File: config.mk
export PLATFORM = sky130hd
export DESIGN_NAME = pcdq_queue
export DESIGN_NICKNAME = d
export VERILOG_FILES = /design/src/rtl/pcdq_pkg.sv /design/src/rtl/pcdq_queue.sv
export SDC_FILE = /design/constraint.sdc
export NUM_CORES = 1
export LEC_CHECK = 0
export BUFFER_PORTS_ARGS = -buffer_cell sky130_fd_sc_hd__buf_2
export CAP_MARGIN = 20
export CELL_PAD_IN_SITES_DETAIL_PLACEMENT = 1
export CELL_PAD_IN_SITES_GLOBAL_PLACEMENT = 2
export CORE_MARGIN = 5
export CORE_UTILIZATION = 30
export CTS_BUF_LIST = sky130_fd_sc_hd__clkbuf_8
export DETAILED_ROUTE_END_ITERATION = 8
export GPL_TIMING_DRIVEN = 0
export PLACE_DENSITY = 0.68
export SKIP_LAST_GASP = 1
export SYNTH_ARGS = -nofsm -noshare
export SYNTH_HDL_FRONTEND = slang
export SYNTH_SLANG_ARGS = --single-unit
File: constraint.sdc
create_clock -name clk -period 5.84 [get_ports clk]
set_input_delay 1.168 -clock clk [delete_from_list [all_inputs] [get_ports clk]]
set_output_delay 1.168 -clock clk [all_outputs]
set_load 0.01 [all_outputs]
File: src/rtl/pcdq_pkg.sv
// ----------------------------------------------------------------------------
// pcdq_pkg: shared types and constants of the per-channel dequantizer
// Register indexes, input type codes, and the front-to-back item record.
// ----------------------------------------------------------------------------
package pcdq_pkg;

  localparam int MAX_CHANNELS = 256;
  localparam int CH_W = 8;

  typedef enum logic [2:0] {
    REG_INPUT_TYPE  = 3'd0,
    REG_OUTPUT_HALF = 3'd1,
    REG_CHAN_COUNT  = 3'd2,
    REG_BLK_LEN     = 3'd3,
    REG_OUTER_COUNT = 3'd4
  } reg_idx_t;

  typedef enum logic [2:0] {
    TYPE_INT8   = 3'd0,
    TYPE_UINT8  = 3'd1,
    TYPE_INT16  = 3'd2,
    TYPE_UINT16 = 3'd3,
    TYPE_INT32  = 3'd4,
    TYPE_INT4   = 3'd5,
    TYPE_UINT4  = 3'd6,
    TYPE_RSVD   = 3'd7
  } in_type_t;

  // One classified data element, as handed from the front to the back.
  typedef struct packed {
    logic signed [33:0] diff;
    logic [CH_W-1:0]    channel;
    logic               last;
    logic               half;
  } item_t;

endpackage

File: src/rtl/pcdq_queue.sv
// ----------------------------------------------------------------------------
// pcdq_queue: two-entry queue between front and back
// Decouples the stall of the back from the front.
// ----------------------------------------------------------------------------
module pcdq_queue (
  input  logic            clk,
  input  logic            rst_n,
  input  logic            wr_valid,
  output logic            wr_stall,
  input  pcdq_pkg::item_t wr_item,
  input  logic [31:0]     wr_scale,
  output logic            rd_valid,
  input  logic            rd_stall,
  output pcdq_pkg::item_t rd_item,
  output logic [31:0]     rd_scale
);
  import pcdq_pkg::*;

  item_t       item_q  [2];
  logic [31:0] scale_q [2];
  logic        wp_r, rp_r;
  logic [1:0]  cnt_r;
  logic        push, pop;

  assign wr_stall = (cnt_r == 2'd2);
  assign rd_valid = (cnt_r != 2'd0);
  assign push = wr_valid && !wr_stall;
  assign pop  = rd_valid && !rd_stall;
  assign rd_item  = item_q[rp_r];
  assign rd_scale = scale_q[rp_r];

  always_ff @(posedge clk) begin
    if (push) begin
      item_q[wp_r]  <= wr_item;
      scale_q[wp_r] <= wr_scale;
    end
  end

  always_ff @(posedge clk) begin
    if (!rst_n) begin
      wp_r  <= 1'b0;
      rp_r  <= 1'b0;
      cnt_r <= 2'd0;
    end else begin
      if (push) wp_r <= !wp_r;
      if (pop)  rp_r <= !rp_r;
      cnt_r <= cnt_r + 2'(push) - 2'(pop);
    end
  end

  a_no_over: assert property (@(posedge clk) disable iff (!rst_n) cnt_r <= 2'd2)
    else $error("queue overflow");
  a_ptr: assert property (@(posedge clk) disable iff (!rst_n)
    (cnt_r == 2'd0 || cnt_r == 2'd2) |-> wp_r == rp_r)
    else $error("queue pointers out of step");
  a_hold: assert property (@(posedge clk) disable iff (!rst_n)
    rd_valid && rd_stall |=> rd_valid)
    else $error("queue head lost");
endmodule

# == Word level (Yosys, flattened, before mapping) ==
# Memory sizes are Yosys's and may differ from the RTL's. A register that Yosys moved wholly into a read port is not among the register bits.
# Cells that the tools add are included.
# totals
register_bits,4
ramBits,152
in_bits,80
out_inout_bits,78
word_cells,21
memories,2
# memory_table
name,depth,word_bits,rd,rd_clocked_by_memory_dff,wr,line_no,text
item_q,2,44,1,1,1,pcdq_queue.sv:19,item_t item_q [2];
scale_q,2,32,1,1,1,pcdq_queue.sv:20,logic [31:0] scale_q [2];
# op_classes
addsub,2
n_eq_ne,1
n_mux,6
n_reduce_logical,7
# op_table
op,n
$mux 1,6
$logic_not 1->1,4
$add 2x1->2,1
$eq 2x2->1 const B,1
$logic_and 1x1->1,2
$reduce_bool 2->1,1
$sub 2x1->2,1

# == Logic depth before layout (Yosys ltp) ==
# Gate-level depths: netlist of the first run.
# depth
depth_word,5
ltp_mapped,8
depth_no_buf,8

# == Least setup slack after synthesis of the first run ==
# OpenSTA, ideal clock, no wires.
# synth_path
kind,input port to flip-flop
startpoint,input wr_valid
endpoint,"memory item_q[0][0] in the netlist's numbering, enable pin"
setup_ps,511
arrival_time_ps,4433
setup_slack_ps,896
stages,2
path_buffers,0
path_cell_list,nand2_1 nor2_1
# synth_between
elab_chain_len,3
# synth_rtl
element,line_no,text
"start, declared",pcdq_queue.sv:8,"input logic wr_valid,"
$logic_and 1x1->1,pcdq_queue.sv:27,assign push = wr_valid && !wr_stall;
$mux 1,pcdq_queue.sv:33,if (push) begin
$mux 1 (implied by the code),pcdq_queue.sv:34,item_q[wp_r] <= wr_item;
"end, declared",pcdq_queue.sv:19,
# No other way between the ends.

==> results of run 1 <==
-- metrics by stage --
step | area, um^2 | setup WS (ps) | power (uW)
floorplan | 5891 | 896.5 | 1978
global placement | 7008 | -1245 | 2268
detailed placement | 7088 | 3036 | 2285
CTS | 7468 | 2764 | 3085
global route | 7468 | 2732 | 3192
finish | 7468 | 2894 | 3015
-- layout by cell type, fill, tap and decap left out, drive strengths merged, types with 2 or more instances in the layout --
cell,synthesis,routed
clkbuf,0,17
clkinv,0,4
bufinv,0,2
mux2i,3,3
mux2,76,76
inv,2,6
buf,8,168
nor2b,2,2
ha,2,2
nand2b,3,3
dfxtp,5,5
edfxtp,152,152
nand2,3,3
clkinvlp,0,5
-- where the power goes --
group / switching (uW) / internal (uW) / total, uW
logic: 393 / 388 / 781
registers: 38.8 / 1410 / 1450
clock network: 406 / 378 / 784
total: 838 / 2180 / 3020
-- cell usage after synthesis, drive strengths merged --
cell	count	area, um^2
ha	2	25.02
xnor2	1	8.760
buf	8	67.56
inv	2	7.510
nor2b	2	20.02
mux2i	3	30.03
edfxtp	152	4564
nand2b	3	18.77
or2	1	6.260
and2	1	6.260
nand2	3	11.26
xor2	1	8.760
nor2	1	3.750
and3	1	6.260
mux2	76	1006
dfxtp	5	100.1
-- routing by layer --
metal  track usage  up-vias
li1              -     1386
met1        0.1211     1496
met2        0.1784      108
met3       0.04937        6
met5             0        -
met4       0.02745        2
-- logic make-up after synthesis --
kind of cell | synth area share
flip-flops | 0.7918
multiplexers | 0.1759
AND/OR/NAND/NOR | 0.01232
buffers and inverters | 0.01274
XOR/XNOR | 0.002974
adder cells (fa/ha/maj) | 0.004247
-- state kept, by name, indices dropped and copies added, names as in the netlist, named ones only --
register,count
rp_r,1
wp_r,1
cnt_r,2
scale_q,64
item_q,88
-- worst max-delay path by stage --
stage,start,endpoint,slack [ps],cells past startpoint
6_report,flip-flop,rd_item[28],2890,4
3_5_place_dp,wr_valid,item_q[0][42]$_DFFE_PP_,3040,4
2_1_floorplan,wr_valid,item_q[0][0]$_DFFE_PP_,900,2
3_3_place_gp,wr_valid,scale_q[0][3]$_DFFE_PP_,-1250,3
4_1_cts,flip-flop,rd_item[28],2760,4
5_1_grt,flip-flop,rd_item[32],2730,4
-- area by class of cell --
cell class                 count  area, um^2  area share
sequential                   157        4664      0.6246
multi-input combinational     95        1164      0.1558
timing repair buffer         160       853.3      0.1143
tap                          265       331.6     0.04440
clock buffer                  17       234.0     0.03133
clock inverter                15       146.4     0.01960
buffer                         8       67.56    0.009047
inverter                       2       7.507    0.001005
-- critical path, cell delays in order, from the launching register on --
cell	delay (ps)
dfxtp_1	410
buf_4	260
buf_6	210
mux2_4	310
buf_2	140
==> flow_summary.ini, run 1 <==
[global_route]
overflow = 0
grt_start_max_net_pins = 43
grt_pass1_wl_mm = 18.04
antenna_found_initial = 1
grt_pass1_vias = 3388
grtUsageTotal = 0.1055

[yosys]
synth.distinct_cells = 20
yosys_warnings = 0
synth_cells = 262
ys_seq_area_frac = 0.7918
ys_seq_elements = 157
syn_avg_cell_area_um2 = 22.48
synth_area_mm2 = 0.005891
synth_nets = 344

[sta]
worst_pin_slew_ps = 907.9
rsz0062_at_grt = no
fin_hold_ws_ps = 485.5
drv_slew = 0
fmax_mhz = 339.4
maxSlewHeadroom = 0.3933
finalCritPeriodShare = 0.5044
hold_viol = 0
worst_clock_skew_ps = 10.58
period_needed_ps = 2946
fin_setup_tns_ps = 0
setup_viol = 0

[placement]
io_buffers = 157
place_inst = 687
place_congestion = 0.6880
hpwl_mm = 8.281

[route]
wl_met3_um = 995
drt_wl_total_mm = 11.91
drc = 0
routed.top_layer = met5
avgViaCountPerCell = 4.170
met2_length_mm = 6.041
ant_nets = 0
firstDrtPassIters = 4
vias = 2998
wl_per_cell_um = 16.57
wl_met1_mm = 4.809
drt_iter0_drc = 123

[clock_tree]
hold_buffers = 0
postCtsSetupBuffers = 0
clkTransAtPathRegs_ps = 80
cts-resized-gates = 0
cts_inserted_buffers = 17
tritoncts = yes
insertion_delay_ps = 440
ctsRootBufferMaster = clkbuf_8
cts.htree.levels = 4
clock_sinks = 157
clockBufferDepth = 2

[hold_path]
min_from = rp_r$_SDFFE_PN0P_
hold_class = flip-flop to flip-flop
hold_depth = 2

[worst_setup_path]
cp-end-kind = output port
path_max_fanout = 10
timing.critical_path.required_ps = 4670
worstReg2RegStart = cnt_r[0]$_SDFF_PN0_
r2r_cells = 4
cp.arrival_ps = 1780
critical_path_class = flip-flop to output port
regToRegSetupSlack_ps = 3800
cp-start-kind = flip-flop
r2r-end = item_q[0][18]$_DFFE_PP_

[die]
coreArea_mm2 = 0.01940
die_area_mm2 = 0.02254
io_pins = 158
fp.dieH_um = 150.1
rows = 51
initial_core_util = 0.3037
die_w_um = 150.1

[layout]
drive_above_1_share = 0.6123
final_nets = 523
syn2layout_area_growth_pct = 26.78
finalCoreUtilization = 0.3850
stdcell_count = 719
antenna_cells = 0
fillCellCount = 2000

[run_status]
status = finished clean

[pwr]
power.density_mw_per_mm2 = 403.7
ir_drop_mv = 0.1358
p_leak_uw = 0.002846

[run]
maxCapViolCount = 0
Power figures use the tool's default switching activity.
==> run 2, diff against run 1 <==
--- a/config.mk
+++ b/config.mk
@@ -5,6 +5,7 @@
 export SDC_FILE = /design/constraint.sdc
 export NUM_CORES = 1
 export LEC_CHECK = 0
+export ABC_AREA = 1
 export BUFFER_PORTS_ARGS = -buffer_cell sky130_fd_sc_hd__buf_2
 export CAP_MARGIN = 20
 export CELL_PAD_IN_SITES_DETAIL_PLACEMENT = 1
@@ -14,7 +15,7 @@
 export CTS_BUF_LIST = sky130_fd_sc_hd__clkbuf_8
 export DETAILED_ROUTE_END_ITERATION = 8
 export GPL_TIMING_DRIVEN = 0
-export PLACE_DENSITY = 0.68
+export PLACE_DENSITY = 0.69
 export SKIP_LAST_GASP = 1
 export SYNTH_ARGS = -nofsm -noshare
 export SYNTH_HDL_FRONTEND = slang
==> constraint.sdc (replaced) <==
create_clock -name clk -period 2.9 [get_ports clk]
set_input_delay 0.58 -clock clk [delete_from_list [all_inputs] [get_ports clk]]
set_output_delay 0.58 -clock clk [all_outputs]
set_load 0.01 [all_outputs]
==> flow_summary.ini, run 2 <==
[layout]
regMostFlops = item_q
top_regs = item_q x88, scale_q x64, cnt_r x2
antenna_cells = 0
syn2layout_area_growth_pct = 27.67
drive_above_1_share = 0.5896
final_nets = 534
stdcell_count = 728
layout_commonest_cell = buf_2
mostFrequentLayoutCells = 160 x buf_2, 152 x edfxtp_1, 40 x mux2_4, 36 x mux2_2, 17 x clkbuf_8
largest_reg_flops = 88
final_area_mm2 = 0.007510

[global_route]
overflow = 0
grt_util_met3 = 0.04755
grtUsageMet2 = 0.1822
busiest_layer = met2
grt_pass1_vias = 3395
grtUsageTotal = 0.1068
grt_util_met1 = 0.1214
antenna_found_initial = 0
grt_pass1_wl_mm = 18.02
grt_start_max_net_pins = 45

[die]
die_area_mm2 = 0.02251
fp.dieH_um = 150.0
io_pins = 158
rows = 51
coreArea_mm2 = 0.01940
initial_core_util = 0.3032
die_w_um = 150.0

[sta]
setup_viol = 0
hold_viol = 0
finalCritPeriodShare = 0.8182
drv_slew = 0
worst_clock_skew_ps = 7.420
worst_pin_slew_ps = 665.5
fin_hold_ws_ps = 332.6
period_needed_ps = 2373
fin_ws_ps = 527.3
rsz0062_at_grt = no
maxSlewHeadroom = 0.5553
fmax_mhz = 421.5

[yosys]
synth_area_mm2 = 0.005882
synth_cells = 273
synth_edf_count = 152
ys_seq_area_frac = 0.7930
synth.distinct_cells = 13
synth_top_area_frac = 0.7760
synth.most_common_cell = edfxtp_1
syn_avg_cell_area_um2 = 21.55
synth_nets = 355
synth-main-ff-cell = edfxtp_1
synthArstFlopShare = 0
ys_seq_elements = 157
synth_area_leaders = edfxtp_1 78%, mux2_4 10%, mux2_2 6.9%
synth_common_cells = 152 x edfxtp_1, 40 x mux2_4, 36 x mux2_2, 9 x nand2_1
yosysTopAreaCell = edfxtp_1
yosys_warnings = 0

[pwr]
ir_drop_mv = 0.4260
p_sw_frac = 0.2665
seqPwrFrac = 0.464
pwr-share-comb = 0.254
power.density_mw_per_mm2 = 845.5
clkPwrFrac = 0.282
power.internal_uw = 4657
switchingPower_uw = 1692
p_leak_uw = 0.002895

[worst_setup_path]
cp-end-kind = output port
cp.arrival_ps = 1790
timing.critical_path.required_ps = 2320
r2r_cells = 5
critical_path_class = flip-flop to output port
path_max_fanout = 10
cp-start-kind = flip-flop

[placement]
place_inst = 698
place_congestion = 0.6678
hpwl_mm = 8.236
io_buffers = 157
place_ws_ps = 879.4
dpl-instance-area_mm2 = 0.007077

[clock_tree]
cts-resized-gates = 0
insertion_delay_ps = 430
cts.htree.levels = 4
hold_buffers = 0
tritoncts = yes
cts_inserted_buffers = 17
clockBufferDepth = 2
ctsRootBufferMaster = clkbuf_8
postCtsSetupBuffers = 0
clkTransAtPathRegs_ps = 80
clock_sinks = 157

[route]
ant_nets = 0
avgViaCountPerCell = 4.121
wl_per_cell_um = 16.31
vias = 3000
firstDrtPassIters = 4
drt_wl_total_mm = 11.87
drc = 0
drt_iter0_drc = 96

[run_status]
status = finished clean

[run]
maxCapViolCount = 0

[hold_path]
hold_class = primary input to flip-flop
hold_depth = 1
==> run 2: logic make-up (layout without fill, tap and decap cells) <==
kind of cell	Yosys count	count (layout)	share of synthesized area
AO/OA/AOI/OAI	2	2	0.001702
adder cells (fa/ha/maj)	2	2	0.004254
buffers and inverters	16	206	0.01659
flip-flops	157	157	0.7930
multiplexers	76	76	0.1710
AND/OR/NAND/NOR	20	20	0.01340
==> run 2: metal layers <==
layer | share of wire | wire (um)
met5 | 0 | 0
met4 | 0.0086 | 102
met3 | 0.066 | 779
met2 | 0.52 | 6179
met1 | 0.41 | 4810
==> run 2: layout make-up <==
class                      instances  area (um^2)
sequential                       157         4664
multi-input combinational        100         1127
inverter                           8        32.53
timing repair buffer             160        853.3
clock inverter                    13        198.9
clock buffer                      17        234.0
buffer                             8        67.56
fill                            2006        11890
tap                              265        331.6
==> run 2: through the flow <==
| stage | utilization | TNS (ps) | total power [uW] |
|---|---|---|---|
| floorplan | - | 0 | 4021 |
| global placement | 0.3612 | -62540 | 4613 |
| detailed placement | 0.3648 | 0 | 4678 |
| CTS | 0.3871 | 0 | 6492 |
| global route | 0.3871 | 0 | 6722 |
| finish | 0.3871 | 0 | 6350 |
==> run 2: worst max-delay path, stage by stage, from the launching register on <==
cell and delay, ps:
dfxtp_1 420, buf_4 260, buf_6 220, mux2_4 310, buf_2 150
==> run 2: worst paths after layout <==
| path | start | to | slack [ps] |
|---|---|---|---|
| max | flip-flop | rd_item[42] | 530 |
| min | wr_scale[25] | scale_q[0][25]$_DFFE_PP_ | 330 |
| max reg2reg | cnt_r[0]$_SDFF_PN0_ | item_q[0][22]$_DFFE_PP_ | 1080 |
| min reg2reg | rp_r$_SDFFE_PN0P_ | flip-flop | 510 |
==> run 2: power by group through the flow <==
| stage | clock network (uW) | logic [uW] | registers [uW] |
|---|---|---|---|
| after CTS | 1860 | 1680 | 2960 |
| after detailed placement | 0 | 1670 | 3010 |
| after global placement | 0 | 1600 | 3010 |
| after floorplan | 0 | 1030 | 2990 |
| after global routing | 1980 | 1770 | 2980 |
| final | 1790 | 1610 | 2950 |
==> run 3, diff against run 2 <==
--- a/config.mk
+++ b/config.mk
@@ -15,7 +15,7 @@
 export CTS_BUF_LIST = sky130_fd_sc_hd__clkbuf_8
 export DETAILED_ROUTE_END_ITERATION = 8
 export GPL_TIMING_DRIVEN = 0
-export PLACE_DENSITY = 0.69
+export PLACE_DENSITY = 0.71
 export SKIP_LAST_GASP = 1
 export SYNTH_ARGS = -nofsm -noshare
 export SYNTH_HDL_FRONTEND = slang
==> constraint.sdc (replaced) <==
create_clock -name clk -period 2 [get_ports clk]
set_input_delay 0.4 -clock clk [delete_from_list [all_inputs] [get_ports clk]]
set_output_delay 0.4 -clock clk [all_outputs]
set_load 0.01 [all_outputs]
==> flow_summary.ini, run 3 (synthesized netlist as in run 2, its figures left out) <==
[sta]
fmax_mhz = 504.7
maxSlewHeadroom = 0.6806
rsz0062_at_grt = yes
hold_viol = 0
setup_viol = 0
worst_clock_skew_ps = 8.640
finalCritPeriodShare = 0.9906
period_needed_ps = 1981
worst_pin_slew_ps = 477.9
drv_slew = 0

[die]
rows = 51
coreArea_mm2 = 0.01940
fp.dieH_um = 150.0
io_pins = 158
initial_core_util = 0.3032
die_w_um = 150.0
die_area_mm2 = 0.02251

[layout]
top_regs = item_q x88, scale_q x64, cnt_r x2
antenna_cells = 0
largest_reg_flops = 88
syn2layout_area_growth_pct = 30.16
final_area_mm2 = 0.007656
drive_above_1_share = 0.6064
layout_commonest_cell = edfxtp_1
mostFrequentLayoutCells = 152 x edfxtp_1, 146 x buf_2, 40 x mux2_4, 36 x mux2_2, 17 x clkbuf_8
regMostFlops = item_q
stdcell_count = 735
final_nets = 540

[route]
ant_nets = 0
drc = 0
drt_wl_total_mm = 12.31
firstDrtPassIters = 4
vias = 3081
avgViaCountPerCell = 4.192
drt_iter0_drc = 106
wl_per_cell_um = 16.75

[worst_setup_path]
timing.critical_path.required_ps = 1600
r2r_cells = 6
critical_path_class = flip-flop to output port
cp-start-kind = flip-flop
regToRegSetupSlack_ps = 260
worstReg2RegStart = cnt_r[0]$_SDFF_PN0_
path_max_fanout = 10
cp.arrival_ps = 1580
r2r-end = item_q[0][34]$_DFFE_PP_
cp-end-kind = output port

[clock_tree]
insertion_delay_ps = 430
clockBufferDepth = 2
cts.htree.levels = 4
ctsRootBufferMaster = clkbuf_8
clkTransAtPathRegs_ps = 80
clock_sinks = 157
tritoncts = yes
cts_inserted_buffers = 17

[hold_path]
hold_class = primary input to flip-flop
hold_depth = 1
min_from = wr_scale[15]
hold_path_end = scale_q[0][15]$_DFFE_PP_

[placement]
place_congestion = 0.6898
io_buffers = 157
place_inst = 700
hpwl_mm = 8.767
dpl-instance-area_mm2 = 0.007143

[run]
maxCapViolCount = 0

[global_route]
grt_start_max_net_pins = 35
grt_pass1_wl_mm = 18.59
grt_pass1_vias = 3515
overflow = 0
grtUsageTotal = 0.1097
antenna_found_initial = 0

[pwr]
power.density_mw_per_mm2 = 1177
p_leak_uw = 0.002941
ir_drop_mv = 0.5113

[run_status]
status = finished clean
-- run 3: changes by cell type in the layout (fill, tap and decap cells not counted), sizes merged --
cell      previous run  this run
inv                 10         8
clkbuf              17        18
clkinv               4        12
clkinvlp             2         1
buf                168       173
bufinv               5         1
-- run 3: how the worst max path moves through the flow --
| stage | to | slack (ps) | depth (start not counted) |
|---|---|---|---|
| global route | rd_item[31] | -80 | 4 |
| detailed placement | item_q[0][18]$_DFFE_PP_ | 160 | 5 |
| floorplan | item_q[0][0]$_DFFE_PP_ | -60 | 4 |
| finish | rd_item[32] | 20 | 4 |
| CTS | rd_item[38] | -60 | 4 |
| global placement | item_q[0][7]$_DFFE_PP_ | -850 | 3 |
-- run 3: worst max-delay path, stage by stage, from the launching register on --
cell     delay (ps)
dfxtp_4         390
buf_12          160
buf_12          150
mux2_4          300
buf_2           150
-- run 3: report_power, final --
part | internal [uW] | leakage [uW] | switching [uW]
registers | 4160 | 0.00146 | 136
logic | 1390 | 0.00130 | 1280
clock network | 954 | 0.000177 | 1100
total | 6500 | 0.00294 | 2510
-- run 3: through the flow --
step | worst slack (ps) | hold WS, ps | utilization | total power [uW] | TNS, ps
finish | 18.81 | 155.2 | 0.3947 | 9013 | 0
global route | -76.26 | 102.9 | 0.3947 | 9550 | -2913
CTS | -63.40 | 106.4 | 0.3899 | 9103 | -1670
detailed placement | 163.5 | 489.5 | 0.3682 | 6889 | 0
global placement | -853.2 | 485.3 | 0.3623 | 6725 | -127960
floorplan | -62.64 | 467.5 | - | 5856 | -5580
-- run 3: layer usage --
layer  vias up  routed length (um)  track usage
met4         0                 128      0.03705
met3        11                 863      0.04331
li1       1429                   -            -
met2        94                6583       0.1969
met1      1547                4738       0.1173
met5         -                   0            0
-- run 3: cell type report --
class	instances	area, um^2
buffer	8	122.6
clock buffer	17	234.0
clock inverter	14	103.9
fill	2028	11740
inverter	8	33.78
multi-input combinational	100	1142
sequential	157	4671
tap	265	331.6
timing repair buffer	166	1017
-- run 3: what timing repair did --
action	4_1_cts	5_1_grt
hold buffers	0	0
gates resized for setup	16	21
setup buffers	3	0
gates cloned	0	1
setup endpoints to repair	76	72
